--- config.mk ---
export PLATFORM = sky130hd
export DESIGN_NAME = mf3_median9
export DESIGN_NICKNAME = d
export VERILOG_FILES = /design/src/sv/mf3_pkg.sv /design/src/sv/mf3_median9.sv
export SDC_FILE = /design/constraint.sdc
export NUM_CORES = 1
export LEC_CHECK = 0
export BUFFER_PORTS_ARGS = -buffer_cell sky130_fd_sc_hd__buf_2
export CORE_MARGIN = 2
export CORE_UTILIZATION = 63
export DETAILED_ROUTE_END_ITERATION = 8
export GPL_TIMING_DRIVEN = 0
export PLACE_DENSITY = 0.85
export SLEW_MARGIN = 10
export SYNTH_ARGS = -nofsm -noshare
export SYNTH_HDL_FRONTEND = slang
export SYNTH_SLANG_ARGS = --single-unit
--- constraint.sdc ---
create_clock -name vclk -period 26.9
set_input_delay 5.38 -clock vclk [all_inputs]
set_output_delay 5.38 -clock vclk [all_outputs]
set_load 0.005 [all_outputs]
--- src/sv/mf3_pkg.sv ---
// ----------------------------------------------------------------------------
// mf3_pkg: shared definitions for the 3x3 median filter
// Sizes, register indexes and the result record carried through the queue.
// ----------------------------------------------------------------------------
package mf3_pkg;

  localparam int PIX_W      = 8;
  localparam int MAX_WIDTH  = 1024;
  localparam int MAX_HEIGHT = 4096;
  localparam int COL_W      = 10;
  localparam int ROW_W      = 12;
  localparam int CNT_W      = 23;
  localparam int FW_W       = 11;
  localparam int FH_W       = 13;
  localparam int CFG_W      = 13;

  // Result queue: up to three results enter per cycle, one leaves.
  localparam int RES_DEPTH  = 8;
  localparam int RES_PTR_W  = 3;
  localparam int RES_CNT_W  = 4;
  localparam int RES_SLOTS  = 3;

  localparam logic [CNT_W-1:0] CNT_MAX = '1;

  typedef logic [PIX_W-1:0] pix_t;
  typedef pix_t [8:0] win9_t;

  typedef enum logic {
    CFG_FRAME_WIDTH  = 1'b0,
    CFG_FRAME_HEIGHT = 1'b1
  } cfg_idx_t;

  typedef struct packed {
    logic [ROW_W-1:0] row;
    logic [COL_W-1:0] column;
    pix_t             pixel;
    logic             changed;
    logic [CNT_W-1:0] total;
    logic             last;
    logic             done;
  } res_t;

endpackage

--- src/sv/mf3_median9.sv ---
// ----------------------------------------------------------------------------
// mf3_median9: median of nine pixels
// Fixed compare-exchange network of nineteen exchanges; the median settles
// in the middle element.
// ----------------------------------------------------------------------------
module mf3_median9 (
  input  mf3_pkg::win9_t win,
  output mf3_pkg::pix_t  med
);

  function automatic mf3_pkg::pix_t mn(mf3_pkg::pix_t a, mf3_pkg::pix_t b);
    return (a < b) ? a : b;
  endfunction

  function automatic mf3_pkg::pix_t mx(mf3_pkg::pix_t a, mf3_pkg::pix_t b);
    return (a < b) ? b : a;
  endfunction

  mf3_pkg::win9_t p;

  always_comb begin
    p = win;
    {p[1], p[2]} = {mn(p[1], p[2]), mx(p[1], p[2])};
    {p[4], p[5]} = {mn(p[4], p[5]), mx(p[4], p[5])};
    {p[7], p[8]} = {mn(p[7], p[8]), mx(p[7], p[8])};
    {p[0], p[1]} = {mn(p[0], p[1]), mx(p[0], p[1])};
    {p[3], p[4]} = {mn(p[3], p[4]), mx(p[3], p[4])};
    {p[6], p[7]} = {mn(p[6], p[7]), mx(p[6], p[7])};
    {p[1], p[2]} = {mn(p[1], p[2]), mx(p[1], p[2])};
    {p[4], p[5]} = {mn(p[4], p[5]), mx(p[4], p[5])};
    {p[7], p[8]} = {mn(p[7], p[8]), mx(p[7], p[8])};
    {p[0], p[3]} = {mn(p[0], p[3]), mx(p[0], p[3])};
    {p[5], p[8]} = {mn(p[5], p[8]), mx(p[5], p[8])};
    {p[4], p[7]} = {mn(p[4], p[7]), mx(p[4], p[7])};
    {p[3], p[6]} = {mn(p[3], p[6]), mx(p[3], p[6])};
    {p[1], p[4]} = {mn(p[1], p[4]), mx(p[1], p[4])};
    {p[2], p[5]} = {mn(p[2], p[5]), mx(p[2], p[5])};
    {p[4], p[7]} = {mn(p[4], p[7]), mx(p[4], p[7])};
    {p[4], p[2]} = {mn(p[4], p[2]), mx(p[4], p[2])};
    {p[6], p[4]} = {mn(p[6], p[4]), mx(p[6], p[4])};
    {p[4], p[2]} = {mn(p[4], p[2]), mx(p[4], p[2])};
  end

  assign med = p[4];

endmodule

# Word-level counts from Yosys, hierarchy flattened
# Cells that the tools add are included.
[totals]
reg_bits = 0
in_bits = 72
out_inout_bits = 8
word_cells = 49
[classes]
order_cmp = 19
muxes = 30
[op_table]
columns = ["cell", "n"]
rows = [
  ["$mux W8", 30],
  ["$lt A8 B8 Y1", 19],
]

# Longest topological paths before layout
[depth]
depth_word = 18
depth_mapped = 84
mapped_depth_nobuf = 77

# Least setup slack after synthesis
# Ideal clock, no wire load.
[synth_path]
kind = "in2out"
from = "input win[47] (netlist name)"
to = "output med[0]"
arrival_time_ns = 20.228
required_time_ns = 21.520
setup_slack_ns = 1.292
path_stages = 74
path_buffers = 9
path_cell_list = "inv_1 ha_1 nand4_1 o31ai_4 buf_2 mux2i_1 ha_1 a21o_1 o31ai_2 o21ai_1 clkbuf_1 a21oi_1 inv_1 ha_1 a21o_1 a21oi_1 o21a_1 and4_1 (+38 left out) nand3_1 buf_6 mux2_4 inv_1 ha_1 and4_1 a221oi_1 nand2_1 o31ai_4 mux2i_1 inv_1 ha_1 a21oi_1 nor2b_1 o21ai_0 o21ai_0 nor3_4 mux2_4"
[synth_via]
elab_chain_cells = 18
word_cells_on_any_way = 31
cone_classes = "order compare (13); mux (18)"
[synth_lines]
columns = ["element", "line_no", "text"]
rows = [
  ["start, declared", "mf3_median9.sv:7", "input mf3_pkg::win9_t win,"],
  ["$lt A8 B8 Y1", "mf3_median9.sv:12, mf3_median9.sv:16", ""],
  ["$mux W8", "mf3_median9.sv:12", "return (a < b) ? a : b;"],
  ["$lt A8 B8 Y1", "mf3_median9.sv:12, mf3_median9.sv:16", ""],
  ["$mux W8", "mf3_median9.sv:16", "return (a < b) ? b : a;"],
  ["$lt A8 B8 Y1", "mf3_median9.sv:12, mf3_median9.sv:16", ""],
  ["$mux W8", "mf3_median9.sv:12", ""],
  ["$lt A8 B8 Y1", "mf3_median9.sv:12, mf3_median9.sv:16", ""],
  ["$mux W8", "mf3_median9.sv:12", ""],
  ["(+2 left out)", "-", ""],
  ["$lt A8 B8 Y1", "-", ""],
  ["$mux W8", "mf3_median9.sv:12", ""],
  ["$lt A8 B8 Y1", "mf3_median9.sv:12, mf3_median9.sv:16", ""],
  ["$mux W8", "mf3_median9.sv:12", ""],
  ["$lt A8 B8 Y1", "mf3_median9.sv:16", ""],
  ["$mux W8", "mf3_median9.sv:16", ""],
  ["$lt A8 B8 Y1", "-", ""],
  ["$mux W8 *", "mf3_median9.sv:12", ""],
  ["end, declared", "mf3_median9.sv:8", "output mf3_pkg::pix_t med"],
]
# Every way passes the cells marked *; elsewhere a longest branch is shown, timed or not.

# Final worst setup path
[layout_path]
from = "input win[41] (netlist name)"
to = "output med[0]"
# Same word-level chain as after synthesis.

==> results.md <==
* Yosys Warn Count at 0
* Critical path data arrival time at around 21000 ps
* Post-route clock period utilization at a little over nine tenths
* Worst Path Required at 21520 ps
* Crit start category: input pin
* Core Region at 10400 um^2
* Largest net degree at the start of global routing at 20
* Ant. Diodes at 0
* Syn Inst Count at 952
* Hpwl dp at between 15000 and 20000 um
* Overflow after GRT at 0
* Commonest non-fill, non-tap cell in the layout: ha_1
* Die span in y at 108 um
* Clk_buf instances at 0
* Row count at 37
* Port bufs at 80
* Cell variety after synth at 78
* Fin util at approximately 75%
* GPL Wtd Cong at 1.05
* Status: complete, no violations
* Die width at 108 um
* Min Tclk post-route at roughly 26000 ps
* Syn_nets at approximately 1100
* Seq cells at 0
* Post-CTS Hold Fix Bufs at 0
* Final ANT Viol Nets at 0
* DR WL/cell at roughly 17 um
* Cell type with the largest total area after synthesis: ha_1
* Vias per inst at 6.36
* Post-Syn Area at 6750 um^2
* Setup violators final at 0
* Vias in the first global route at ~6600
* Share of cells above drive strength 1 at 20.0%
* Share of the synthesized area in the top cell type at 23.0%
* Initial Utilization at 65.1%
* Layout Nets at ~1300
* Most used cell along the critical path: ha_1
* CP max FO at 19
* Crit-path slowest cell: a2111oi_4
* Num ports at 80
* Synth area leaders: ha_1 23%, mux2i_1 16%, a21oi_1 7.6%
* Kind of critical path: in -> out
* Initial antenna violation count at 0
* Inst Count DP at roughly 1200
* Die footprint at 11600 um^2
* Max Fclk at 0.0379 GHz
* Via count at 7595
* Post-Layout Cell Count at 1194
* Worst slew pin tran at 821 ps
* First-pass GRT wire length at 30400 um
* Slack of the critical path at 511 ps
* Reg area at 0 um^2
* CP Capture Type: output pin
* # fillers at 840
* Detailed Route WL at just under 20000 um
* Slew Limit Fails at 0
* Most frequent cells in the layout: 124 x ha_1, 103 x nor2_1, 95 x inv_1, 94 x mux2i_1, 90 x a21oi_1
* Pre-CTS WS at -1490 ps
* Syn-to-layout area delta at 15.9%
* Router iterations before antenna repair at 7
* First DRT Iteration DRCs at 656
* Hold Fails Final Rpt at 0
* Syn avg cell area at 7.09 um^2
* Max-cap violations at 0
* Hold/Removal Path Class: in -> out
* DRC at 0
* Sequential-to-total area share from yosys stat at 0%
* CP max stage delay at around 450 ps
* Tot GR Track Use at a little under a third
* Max transition margin at between 40% and 50%
-- cells by family (layout without fill, tap and decap cells) --
group | after synthesis | after routing | share of synthesized area (%)
adders and majority gates | 126 | 126 | 23.3
AOI/OAI and AO/OA | 314 | 314 | 31.7
and+or+nand+nor | 265 | 266 | 18.8
buffers and inverters | 124 | 229 | 7.19
muxes | 123 | 123 | 18.9
-- path summary, 6_finish.rpt --
kind	start	endpoint	slack, ps	cells past startpoint
hold / removal	win[51]	med[3]	11580	6
setup / recovery	win[41]	med[0]	510	80
-- layer usage --
metal | global-route usage, % | share of wire (%) | vias to the layer above
li1 | - | - | 3749
met1 | 41.6 | 43 | 3511
met2 | 55.5 | 48 | 288
met3 | 2.06 | 5.8 | 47
met4 | 6.41 | 2.8 | 0
met5 | 0 | 0 | -
-- layout make-up --
class,instances,area [um^2],area share [%]
plain buffers,25,148,1.89
inverters,96,360,4.61
multi-input cells,829,6520,83.4
well taps,136,170,2.17
repair buffers,108,623,7.96
-- cell usage after synthesis, drive strengths merged (12+ instances only) --
cell type / instances
o21a: 26
a21o: 32
nand3: 13
mux2i: 105
nor2: 104
nand2: 68
inv: 95
mux2: 18
clkbuf: 18
a21oi: 104
o21ai: 68
o211ai: 12
ha: 124
-- critical path: cells and delay by family --
family	cells	cell delay [ps]
AO/OA/AOI/OAI	29	5950
adder cells (fa/ha/maj)	9	2680
buffers and inverters	16	2450
multiplexers	8	2120
AND/OR/NAND/NOR	18	2350
-- stage by stage --
step	area [um^2]	hold slack, ps	setup TNS (ps)
detailed placement	7320	11510	-11170
CTS	7450	11530	0
global route	7820	11630	-1580
global placement	7320	11510	-8300
floorplan	6750	11250	0
finish	7820	11580	0
-- what timing repair did --
action | 4_1_cts | 5_1_grt
setup buffers | 6 | 21
gates resized for setup | 25 | 56
gates cloned | 0 | 2
pin swaps | 3 | 10
endpoints found under the setup margin | 8 | 8
Power is left out: the tool's default activity adds up to more than one toggle a clock period on the data nets, which glitch-free logic cannot reach.
